### src/hdl/polyphase_fir_interpolator_q15_top_defines.svh
// Assertion macros shared by the interpolator RTL.
// Each macro expects i_clk and i_rst_n in the scope where it is used.
`ifndef POLYPHASE_FIR_INTERPOLATOR_Q15_TOP_DEFINES_SVH
`define POLYPHASE_FIR_INTERPOLATOR_Q15_TOP_DEFINES_SVH

// Same-cycle implication, checked outside reset.
`define PFIQ_ASSERT_IMP(lbl, ante, cons) \
    lbl: assert property (@(posedge i_clk) disable iff (!i_rst_n) (ante) |-> (cons)) \
        else $error("interpolator check failed");

// Next-cycle implication, checked outside reset.
`define PFIQ_ASSERT_NXT(lbl, ante, cons) \
    lbl: assert property (@(posedge i_clk) disable iff (!i_rst_n) (ante) |=> (cons)) \
        else $error("interpolator check failed");

`endif

### src/hdl/pfiq15_pkg.sv
// Shared types and constants of the Q15 polyphase interpolator.
// Used by the multiply-accumulate unit, the top level and the testbench; no dependencies.
package pfiq15_pkg;

    // Fixed field widths.
    localparam int SAMPLE_W   = 16;
    localparam int ACC_W      = 32;
    localparam int FRAC_BITS  = 15;
    localparam int COEF_AW    = 8;
    localparam int COEF_DEPTH = 256;
    localparam int S_TDATA_W  = 40;
    localparam int M_TDATA_W  = 16;
    localparam int CFG_W      = 6;
    localparam int INTERP_W   = 4;

    // Item kinds carried in the input tuser.
    localparam logic CMD_SAMPLE = 1'b0;
    localparam logic CMD_COEF   = 1'b1;

    // Configuration register indexes.
    localparam logic CFG_IDX_INTERP = 1'b0;
    localparam logic CFG_IDX_PHASE  = 1'b1;

    // Saturation limits of the output.
    localparam logic [SAMPLE_W-1:0] SAT_POS = 16'h7FFF;
    localparam logic [SAMPLE_W-1:0] SAT_NEG = 16'h8000;

    // Per-tap control travelling with an operand pair into the MAC.
    typedef struct packed {
        logic valid;
        logic first;
        logic last;
    } t_mac_ctl;

endpackage

### src/hdl/pfiq15_ram.sv
// Generic single-port-write, single-port-read RAM with a registered read.
// No dependencies.
module pfiq15_ram #(
    parameter int WIDTH = 16,
    parameter int DEPTH = 256
) (
    input  logic                                   i_clk,
    input  logic                                   i_we,
    input  logic [((DEPTH > 1) ? $clog2(DEPTH) : 1)-1:0] i_waddr,
    input  logic [WIDTH-1:0]                       i_wdata,
    input  logic [((DEPTH > 1) ? $clog2(DEPTH) : 1)-1:0] i_raddr,
    output logic [WIDTH-1:0]                       o_rdata
);

    logic [WIDTH-1:0] r_mem [DEPTH];
    logic [WIDTH-1:0] r_q;

    // Write port and registered read port.
    always_ff @(posedge i_clk) begin
        if (i_we) begin
            r_mem[i_waddr] <= i_wdata;
        end
        r_q <= r_mem[i_raddr];
    end

    assign o_rdata = r_q;

endmodule

### src/hdl/pfiq15_mac.sv
// Shared multiply-accumulate unit with output shift and saturation.
// Depends on pfiq15_pkg for the control struct and widths.
module pfiq15_mac
    import pfiq15_pkg::*;
(
    input  logic                       i_clk,
    input  logic                       i_rst_n,
    input  t_mac_ctl                   i_ctl,
    input  logic signed [SAMPLE_W-1:0] i_a,
    input  logic signed [SAMPLE_W-1:0] i_b,
    output logic                       o_done,
    output logic [SAMPLE_W-1:0]        o_result
);

    logic signed [ACC_W-1:0] r_prod;
    t_mac_ctl                r_p_ctl;
    logic [ACC_W-1:0]        r_acc;
    logic                    r_done;
    logic [ACC_W-1:0]        acc_base;

    // Product stage.
    always_ff @(posedge i_clk) begin
        r_prod <= i_a * i_b;
        if (!i_rst_n) begin
            r_p_ctl <= '0;
        end else begin
            r_p_ctl <= i_ctl;
        end
    end

    // The first tap of a run restarts the sum.
    assign acc_base = r_p_ctl.first ? '0 : r_acc;

    // Wrapping accumulate stage.
    always_ff @(posedge i_clk) begin
        if (r_p_ctl.valid) begin
            r_acc <= acc_base + unsigned'(r_prod);
        end
        if (!i_rst_n) begin
            r_done <= 1'b0;
        end else begin
            r_done <= r_p_ctl.valid && r_p_ctl.last;
        end
    end

    // Arithmetic shift right by the fraction width, then saturate to 16 bits.
    // The shifted value fits when the two top accumulator bits agree.
    always_comb begin
        if (r_acc[ACC_W-1] == r_acc[ACC_W-2]) begin
            o_result = r_acc[ACC_W-2:FRAC_BITS];
        end else if (r_acc[ACC_W-1]) begin
            o_result = SAT_NEG;
        end else begin
            o_result = SAT_POS;
        end
    end

    assign o_done = r_done;

endmodule

### src/hdl/polyphase_fir_interpolator_q15_top.sv
// Q15 polyphase FIR interpolator. A coefficient write item (tuser high) goes into the
// coefficient memory and gives no output. A sample item (tuser low) is written into a circular
// delay line and then yields interp_factor outputs, the last one flagged with tlast; each output
// is the sum of phase_len products of delay samples and coefficients, shifted right by 15 and
// saturated. All products go through one multiply-accumulate unit, one tap per cycle, so a sample
// item keeps the input side busy until its last output moves to the output register: per output,
// phase_len reads of the delay and coefficient memories, then the memory read, product and
// accumulate registers. The finished output waits in its own register, so the next item is taken
// while it is still pending. Coefficients must be written before the samples that use them.
// Depends on pfiq15_pkg, pfiq15_ram, pfiq15_mac and the project assertion macros.
`include "polyphase_fir_interpolator_q15_top_defines.svh"

module polyphase_fir_interpolator_q15_top
    import pfiq15_pkg::*;
#(
    parameter int MAX_INTERP    = 8,
    parameter int MAX_PHASE_LEN = 32
) (
    input  logic                  i_clk,
    input  logic                  i_rst_n,
    // Configuration writes.
    input  logic                  i_cfg_we,
    input  logic                  i_cfg_idx,
    input  logic [CFG_W-1:0]      i_cfg_wdata,
    // Input stream.
    input  logic                  s_axis_tvalid,
    output logic                  s_axis_tready,
    // tdata: sample [15:0], coef_index [23:16], coef_value [39:24]
    input  logic [S_TDATA_W-1:0]  s_axis_tdata,
    // tuser: cmd
    input  logic                  s_axis_tuser,
    // Output stream.
    output logic                  m_axis_tvalid,
    input  logic                  m_axis_tready,
    // tdata: out_sample [15:0]
    output logic [M_TDATA_W-1:0]  m_axis_tdata,
    output logic                  m_axis_tlast
);

    localparam int DW = (MAX_PHASE_LEN > 1) ? $clog2(MAX_PHASE_LEN) : 1;
    localparam int PW = $clog2(MAX_PHASE_LEN + 1);
    localparam int IW = $clog2(MAX_INTERP + 1);

    typedef enum logic [1:0] {
        S_IDLE,
        S_RUN,
        S_WAIT
    } t_state;

    t_state                  r_state;
    logic [INTERP_W-1:0]     r_interp;
    logic [CFG_W-1:0]        r_phase;
    logic [DW-1:0]           r_wpos;
    logic [MAX_PHASE_LEN-1:0] r_dvalid;
    logic [IW-1:0]           r_lf;
    logic [PW-1:0]           r_pl;
    logic [IW-1:0]           r_run;
    logic [PW-1:0]           r_k;
    logic [DW-1:0]           r_start;
    logic [DW-1:0]           r_slot;
    logic [COEF_AW-1:0]      r_caddr;
    logic                    r_dv;
    t_mac_ctl                r_rd_ctl;
    logic                    r_res;
    logic                    r_out_v;
    logic [SAMPLE_W-1:0]     r_out_data;
    logic                    r_out_last;

    logic                    s_fire;
    logic                    sample_fire;
    logic                    coef_fire;
    logic [IW-1:0]           lf_c;
    logic [PW-1:0]           pl_c;
    logic [DW:0]             back;
    logic [DW-1:0]           start_c;
    logic [DW-1:0]           slot_inc;
    logic [DW-1:0]           wpos_inc;
    logic                    tap_last;
    logic                    out_load;
    logic [SAMPLE_W-1:0]     delay_q;
    logic [SAMPLE_W-1:0]     coef_q;
    logic signed [SAMPLE_W-1:0] mac_a;
    logic                    mac_done;
    logic [SAMPLE_W-1:0]     mac_result;

    // Input transfers.
    assign s_axis_tready = (r_state == S_IDLE);
    assign s_fire        = s_axis_tvalid && s_axis_tready;
    assign sample_fire   = s_fire && (s_axis_tuser == CMD_SAMPLE);
    assign coef_fire     = s_fire && (s_axis_tuser == CMD_COEF);

    // Configuration registers.
    always_ff @(posedge i_clk) begin
        if (!i_rst_n) begin
            r_interp <= INTERP_W'(4);
            r_phase  <= CFG_W'(16);
        end else if (i_cfg_we) begin
            case (i_cfg_idx)
                CFG_IDX_INTERP: r_interp <= i_cfg_wdata[INTERP_W-1:0];
                CFG_IDX_PHASE:  r_phase  <= i_cfg_wdata;
                default: ;
            endcase
        end
    end

    // Out-of-range factor and length saturate to the supported range.
    always_comb begin
        if (r_interp == '0) begin
            lf_c = IW'(1);
        end else if (int'(r_interp) > MAX_INTERP) begin
            lf_c = IW'(MAX_INTERP);
        end else begin
            lf_c = IW'(r_interp);
        end
        if (r_phase == '0) begin
            pl_c = PW'(1);
        end else if (int'(r_phase) > MAX_PHASE_LEN) begin
            pl_c = PW'(MAX_PHASE_LEN);
        end else begin
            pl_c = PW'(r_phase);
        end
    end

    // Oldest slot of the window that ends at the newly written sample.
    always_comb begin
        back = (DW + 1)'(pl_c - PW'(1));
        if ({1'b0, r_wpos} >= back) begin
            start_c = DW'({1'b0, r_wpos} - back);
        end else begin
            start_c = DW'({1'b0, r_wpos} + (DW + 1)'(MAX_PHASE_LEN) - back);
        end
    end

    // Circular increments of the delay line pointers.
    assign slot_inc = (r_slot == DW'(MAX_PHASE_LEN - 1)) ? '0 : r_slot + DW'(1);
    assign wpos_inc = (r_wpos == DW'(MAX_PHASE_LEN - 1)) ? '0 : r_wpos + DW'(1);
    assign tap_last = (r_k == r_pl - PW'(1));

    // A finished sum moves to the output register once that register is free.
    assign out_load = (r_state == S_WAIT) && (mac_done || r_res)
                      && (!r_out_v || m_axis_tready);

    // Delay line valid bits: slots never written since reset read as zero.
    always_ff @(posedge i_clk) begin
        if (!i_rst_n) begin
            r_dvalid <= '0;
            r_wpos   <= '0;
        end else if (sample_fire) begin
            r_dvalid[r_wpos] <= 1'b1;
            r_wpos           <= wpos_inc;
        end
    end

    // Sequencer: one tap read per cycle in S_RUN, then wait for the sum.
    always_ff @(posedge i_clk) begin
        if (!i_rst_n) begin
            r_state  <= S_IDLE;
            r_rd_ctl <= '0;
            r_res    <= 1'b0;
            r_out_v  <= 1'b0;
        end else begin
            // The output register refills from a finished sum or empties on a transfer.
            if (out_load) begin
                r_out_v <= 1'b1;
            end else if (m_axis_tvalid && m_axis_tready) begin
                r_out_v <= 1'b0;
            end
            case (r_state)
                S_IDLE: begin
                    r_rd_ctl <= '0;
                    if (sample_fire) begin
                        r_lf    <= lf_c;
                        r_pl    <= pl_c;
                        r_run   <= lf_c;
                        r_start <= start_c;
                        r_slot  <= start_c;
                        r_caddr <= COEF_AW'(lf_c) - COEF_AW'(1);
                        r_k     <= '0;
                        r_state <= S_RUN;
                    end
                end
                S_RUN: begin
                    // Control fields in order: valid, first, last.
                    r_rd_ctl <= {1'b1, (r_k == '0), tap_last};
                    r_dv     <= r_dvalid[r_slot];
                    r_slot   <= slot_inc;
                    r_caddr  <= r_caddr + COEF_AW'(r_lf);
                    r_k      <= r_k + PW'(1);
                    if (tap_last) begin
                        r_state <= S_WAIT;
                    end
                end
                S_WAIT: begin
                    r_rd_ctl <= '0;
                    if (out_load) begin
                        r_out_data <= mac_result;
                        r_out_last <= (r_run == IW'(1));
                        r_res      <= 1'b0;
                        if (r_run == IW'(1)) begin
                            r_state <= S_IDLE;
                        end else begin
                            // Next branch starts at coefficient (run - 2).
                            r_run   <= r_run - IW'(1);
                            r_slot  <= r_start;
                            r_caddr <= COEF_AW'(r_run) - COEF_AW'(2);
                            r_k     <= '0;
                            r_state <= S_RUN;
                        end
                    end else if (mac_done) begin
                        r_res <= 1'b1;
                    end
                end
                default: begin
                    r_rd_ctl <= '0;
                    r_state  <= S_IDLE;
                end
            endcase
        end
    end

    // Delay line storage.
    pfiq15_ram #(
        .WIDTH (SAMPLE_W),
        .DEPTH (MAX_PHASE_LEN)
    ) u_delay_ram (
        .i_clk   (i_clk),
        .i_we    (sample_fire),
        .i_waddr (r_wpos),
        .i_wdata (s_axis_tdata[SAMPLE_W-1:0]),
        .i_raddr (r_slot),
        .o_rdata (delay_q)
    );

    // Coefficient storage.
    pfiq15_ram #(
        .WIDTH (SAMPLE_W),
        .DEPTH (COEF_DEPTH)
    ) u_coef_ram (
        .i_clk   (i_clk),
        .i_we    (coef_fire),
        .i_waddr (s_axis_tdata[23:16]),
        .i_wdata (s_axis_tdata[39:24]),
        .i_raddr (r_caddr),
        .o_rdata (coef_q)
    );

    assign mac_a = r_dv ? signed'(delay_q) : '0;

    // Shared multiply-accumulate unit.
    pfiq15_mac u_mac (
        .i_clk    (i_clk),
        .i_rst_n  (i_rst_n),
        .i_ctl    (r_rd_ctl),
        .i_a      (mac_a),
        .i_b      (signed'(coef_q)),
        .o_done   (mac_done),
        .o_result (mac_result)
    );

    // Output register.
    assign m_axis_tvalid = r_out_v;
    assign m_axis_tdata  = r_out_data;
    assign m_axis_tlast  = r_out_last;

    // A sample transfer starts a run and blocks further input.
    `PFIQ_ASSERT_NXT(a_busy_after_sample, sample_fire, !s_axis_tready)
    // Sums complete only while the sequencer waits for them.
    `PFIQ_ASSERT_IMP(a_done_in_wait, mac_done, r_state == S_WAIT)
    // A pending output is never overwritten.
    `PFIQ_ASSERT_IMP(a_no_overwrite, out_load, !r_out_v || m_axis_tready)
    // The tap counter stays inside the branch length.
    `PFIQ_ASSERT_IMP(a_tap_bound, r_state == S_RUN, r_k < r_pl)

endmodule

### config.mk
export PLATFORM = sky130hd
export DESIGN_NAME = polyphase_fir_interpolator_q15_top
export DESIGN_NICKNAME = d
export VERILOG_FILES = /design/src/hdl/pfiq15_pkg.sv /design/src/hdl/pfiq15_ram.sv /design/src/hdl/pfiq15_mac.sv /design/src/hdl/polyphase_fir_interpolator_q15_top.sv
export VERILOG_INCLUDE_DIRS = /design/src /design/src/hdl
export SDC_FILE = /design/constraint.sdc
export NUM_CORES = 2
export LEC_CHECK = 0
export BUFFER_PORTS_ARGS = -buffer_cell sky130_fd_sc_hd__buf_4
export CORE_MARGIN = 10
export CORE_UTILIZATION = 25
export DETAILED_ROUTE_END_ITERATION = 6
export PLACE_DENSITY_LB_ADDON = 0.08
export SKIP_LAST_GASP = 1
export SYNTH_ARGS = -nofsm -noshare
export SYNTH_HDL_FRONTEND = slang
export SYNTH_HIERARCHICAL = 1
export SYNTH_MEMORY_MAX_BITS = 65536
export SYNTH_SLANG_ARGS = --single-unit
### constraint.sdc
create_clock -name i_clk -period 7.3 [get_ports i_clk]
set_input_delay 1.095 -clock i_clk [delete_from_list [all_inputs] [get_ports i_clk]]
set_output_delay 1.095 -clock i_clk [all_outputs]
set_load 0.02 [all_outputs]
==> impl_metrics.yaml <==
yosys:
  synth_area_um2: 198000
  synth_edf_count: 4696
  synth.distinct_cells: 86
  synthFlopType: "edfxtp_1"
  synth_cells: 10500
  synth_nets: 10900
  syn_avg_cell_area_um2: 18.9
  ys_seq_area_share_pct: 72.4
  synth_seq_cells: 4818
  synth-async-reset-ratio_pct: 0
  yosysWarnings: 6
min_path:
  holdCritPathClass: "in2reg"
worst_setup_path:
  crit_chain: "buf_4 -> and2_1 -> and2_1 -> fa_1 -> inv_1 -> fa_1 -> inv_1 -> fa_1 -> fa_1 -> fa_1 -> inv_1 -> fa_1 -> inv_1 -> ha_1 -> a21oi_1 -> o211ai_1 -> a31oi_1 -> o31ai_2 -> o21ai_0 -> a31oi_2 -> a311o_1"
  crit_type: "reg2reg"
  required_ps: 8220
  crit_buf_inv: 5
  cp.arrival_ps: 7980
  crit_path_start_kind: "flop"
  cp_max_fo: 11
  critPathTopFamily: "adder cells"
  slowest_delay_ps: 560
  crit_slowest_cell: "fa_1"
  cp-end-kind: "flop"
  cp_common_cell: "fa_1"
layout:
  fin_area_um2: 233000
  fill_cells: 77500
  drive_above_1_share_pct: 22.3
  area_growth_pct: 17.4
  nNetsFinal: 11500
floorplanning:
  start_util_pct: 25.0
  die_h_um: 910
  core-area_um2: 792000
  die-area_um2: 829000
  io_pins: 72
  fp.dieW_um: 910
  rows: 327
timing:
  hold_viol: 0
  slew_headroom_pct: 3.90
  final.setup_skew_ps: 80.5
  worst_pin_slew_ps: 1440
  setup_viol: 0
  period_share_pct: 96.7
  maxSlewViolCount: 0
  grt_setup_unrepaired: "true"
  timing.fmax_mhz: 142
  min_period_ps: 7060
clocking:
  cts_tree: "done"
  cts-root-buf: "clkbuf_16"
  holdBufCountCts: 0
  cts.path.max_buffers: 4
  cts.reportedPaths.clkPinSlew_ps: 60
  cts.sinks: 4818
  clk_latency_ps: 1130
  cts_max_level: 6
  cts_buffers: 583
grt:
  antenna_found_initial: 73
  grt_max_degree: 137
  grt.overflow.total: 0
  first_global_vias: 107000
  grt_pass1_wl_um: 911000
  grt_usage_pct: 15.5
place:
  placed_area_um2: 214000
  dp_hpwl_um: 406000
  place_congestion: 0.774
  io_buffers: 71
route:
  drc: 0
  vias_per_cell: 4.65
  antenna_left: 0
  vias: 103000
  drt-pass1-iter-count: 6
  wl_per_cell_um: 29.9
  drt_iter0_drc: 9019
  routed_wl_um: 661000
power:
  totalPowerFinal_w: 0.0981
  powerDensity_nw_per_um2: 421
  leakagePower_nw: 76.2
  peakVddDrop_uv: 1380
run:
  drv_cap: 0
run_status:
  status: "complete, no violations"
## logic make-up (layout without fill, tap and decap cells)
family                   Yosys count  after routing  share of synthesized area, %
adder cells (fa/ha/maj)          408            408                          3.58
buffers and inverters            980           2048                          2.50
AND/OR/NAND/NOR                 1267           1267                          3.05
flip-flops                      4818           4818                          72.4
other                              0             28                             0
multiplexers                    1726           1726                          13.9
AO/OA/AOI/OAI                   1201           1201                          4.26
XOR/XNOR                          84             84                         0.371
## area by class of cell
type                            instances  area, um2  share of cell area, %
Inverter                              397       1500                  0.646
Multi-Input combinational cell       4686      50900                   21.9
Antenna cell                           28       70.1                 0.0301
Timing Repair Buffer                  601       5500                   2.36
Tap cell                            10500      13200                   5.66
Sequential cell                      4818     143000                   61.6
Clock inverter                        326       2720                   1.17
Clock buffer                          724      15500                   6.64
## worst reg2reg max path, stage by stage (launching register included)
cell and delay, ps:
edfxtp_1 480, buf_4 200, and2_1 300, and2_1 240
fa_1 510, inv_1 50, fa_1 480, inv_1 70
fa_1 530, fa_1 530, fa_1 560, inv_1 60
fa_1 530, inv_1 50, ha_1 340, a21oi_1 280
o211ai_1 130, a31oi_1 330, o31ai_2 180, o21ai_0 410
a31oi_2 230, a311o_1 400
## flip-flops by register name, summed over array words and instances, names as in the netlist, 4 cells and up
name	flops
r_k	6
r_caddr	8
u_coef_ram/r_mem	4096
r_wpos	5
u_coef_ram/o_rdata	16
r_interp	4
u_mac/r_acc	32
u_delay_ram/o_rdata	16
m_axis_tdata	16
r_slot	5
r_start	5
r_phase	6
r_pl	6
r_lf	4
r_run	4
u_mac/r_prod	32
u_delay_ram/r_mem	512
r_dvalid	32
## timing repair
item | CTS | global route
gates resized for setup | 1 | 2
cloned | 0 | 0
hold endpoints to repair | 0 | 0
pin swaps | 0 | 0
setup buffers | 0 | 0
setup endpoints to repair | 1 | 5
## cell usage after synthesis (109+ instances only)
cell type  instances  share of area [%]
dfxtp_1          122                1.2
inv_1            395               0.75
a22oi_1          109               0.41
nor3_1           126               0.32
o22ai_1          149               0.47
mux2i_1          830                4.2
mux4_2           807                9.2
and2_1           151               0.48
a21oi_1          292               0.74
nor2_1           435               0.82
edfxtp_1        4696                 71
o221ai_1         253                1.1
nand2_1          240               0.45
clkbuf_1         302               0.57
fa_1             265                2.7
ha_1             143               0.90
## path summary, 6_finish.rpt
| kind | from | slack [ps] | endpoint | depth (start not counted) |
|---|---|---|---|---|
| setup / recovery | r_dv | 240 | u_mac/r_prod[28] | 21 |
| hold / removal | i_cfg_wdata[2] | 260 | r_interp[2] | 3 |
| setup reg to reg | r_dv | 240 | u_mac/r_prod[28] | 21 |
| hold reg to reg | r_rd_ctl[2] | 430 | u_mac/r_p_ctl[2] | 1 |
## per-layer routing
| layer | up-vias | global-route usage, % | wire, um | share of wire [%] |
|---|---|---|---|---|
| met5 | - | 0 | 42 | 0.0064 |
| met2 | 2429 | 25.2 | 311000 | 47 |
| met1 | 56100 | 21.8 | 303000 | 46 |
| li1 | 43500 | - | - | - |
| met4 | 6 | 3.09 | 13800 | 2.1 |
| met3 | 750 | 2.63 | 33000 | 5.0 |
## layout by cell type, fill, tap and decap left out, types with 54 or more instances in the layout
master	count
ha_1	143
nand2_1	236
mux2i_1	830
nor2_4	54
edfxtp_1	4696
mux4_2	807
nand3_1	80
xnor2_1	60
fa_1	265
buf_12	68
clkbuf_16	597
nor2_1	216
a21oi_1	292
mux2_2	89
and2_1	149
a22o_1	64
clkinv_2	92
nor2_2	166
o221ai_1	253
o22ai_1	149
buf_4	515
inv_1	393
clkbuf_1	123
nor3_1	114
dfxtp_1	121
clkinv_1	142
a22oi_1	109
o21ai_0	70
## where the power goes
group / switching, W / internal, W / total [W]
clock network: 0.0117 / 0.0162 / 0.0279
logic: 0.0229 / 0.0158 / 0.0387
registers: 0.000316 / 0.0312 / 0.0315
total: 0.0349 / 0.0632 / 0.0981
## stage by stage
| stage | TNS [ps] | hold WS (ps) | setup slack, ps | instances | util [%] |
|---|---|---|---|---|---|
| floorplan | 0 | 406 | 885 | 10500 | - |
| global placement | 0 | 415 | 43.0 | 21000 | 27.1 |
| detailed placement | 0 | 421 | 55.4 | 21000 | 27.1 |
| CTS | 0 | 124 | 181 | 22100 | 29.4 |
| global route | -150 | 183 | -71.9 | 22100 | 29.4 |
| finish | 0 | 256 | 240 | 22100 | 29.4 |
No activity file was read; power rests on OpenSTA's default activity.
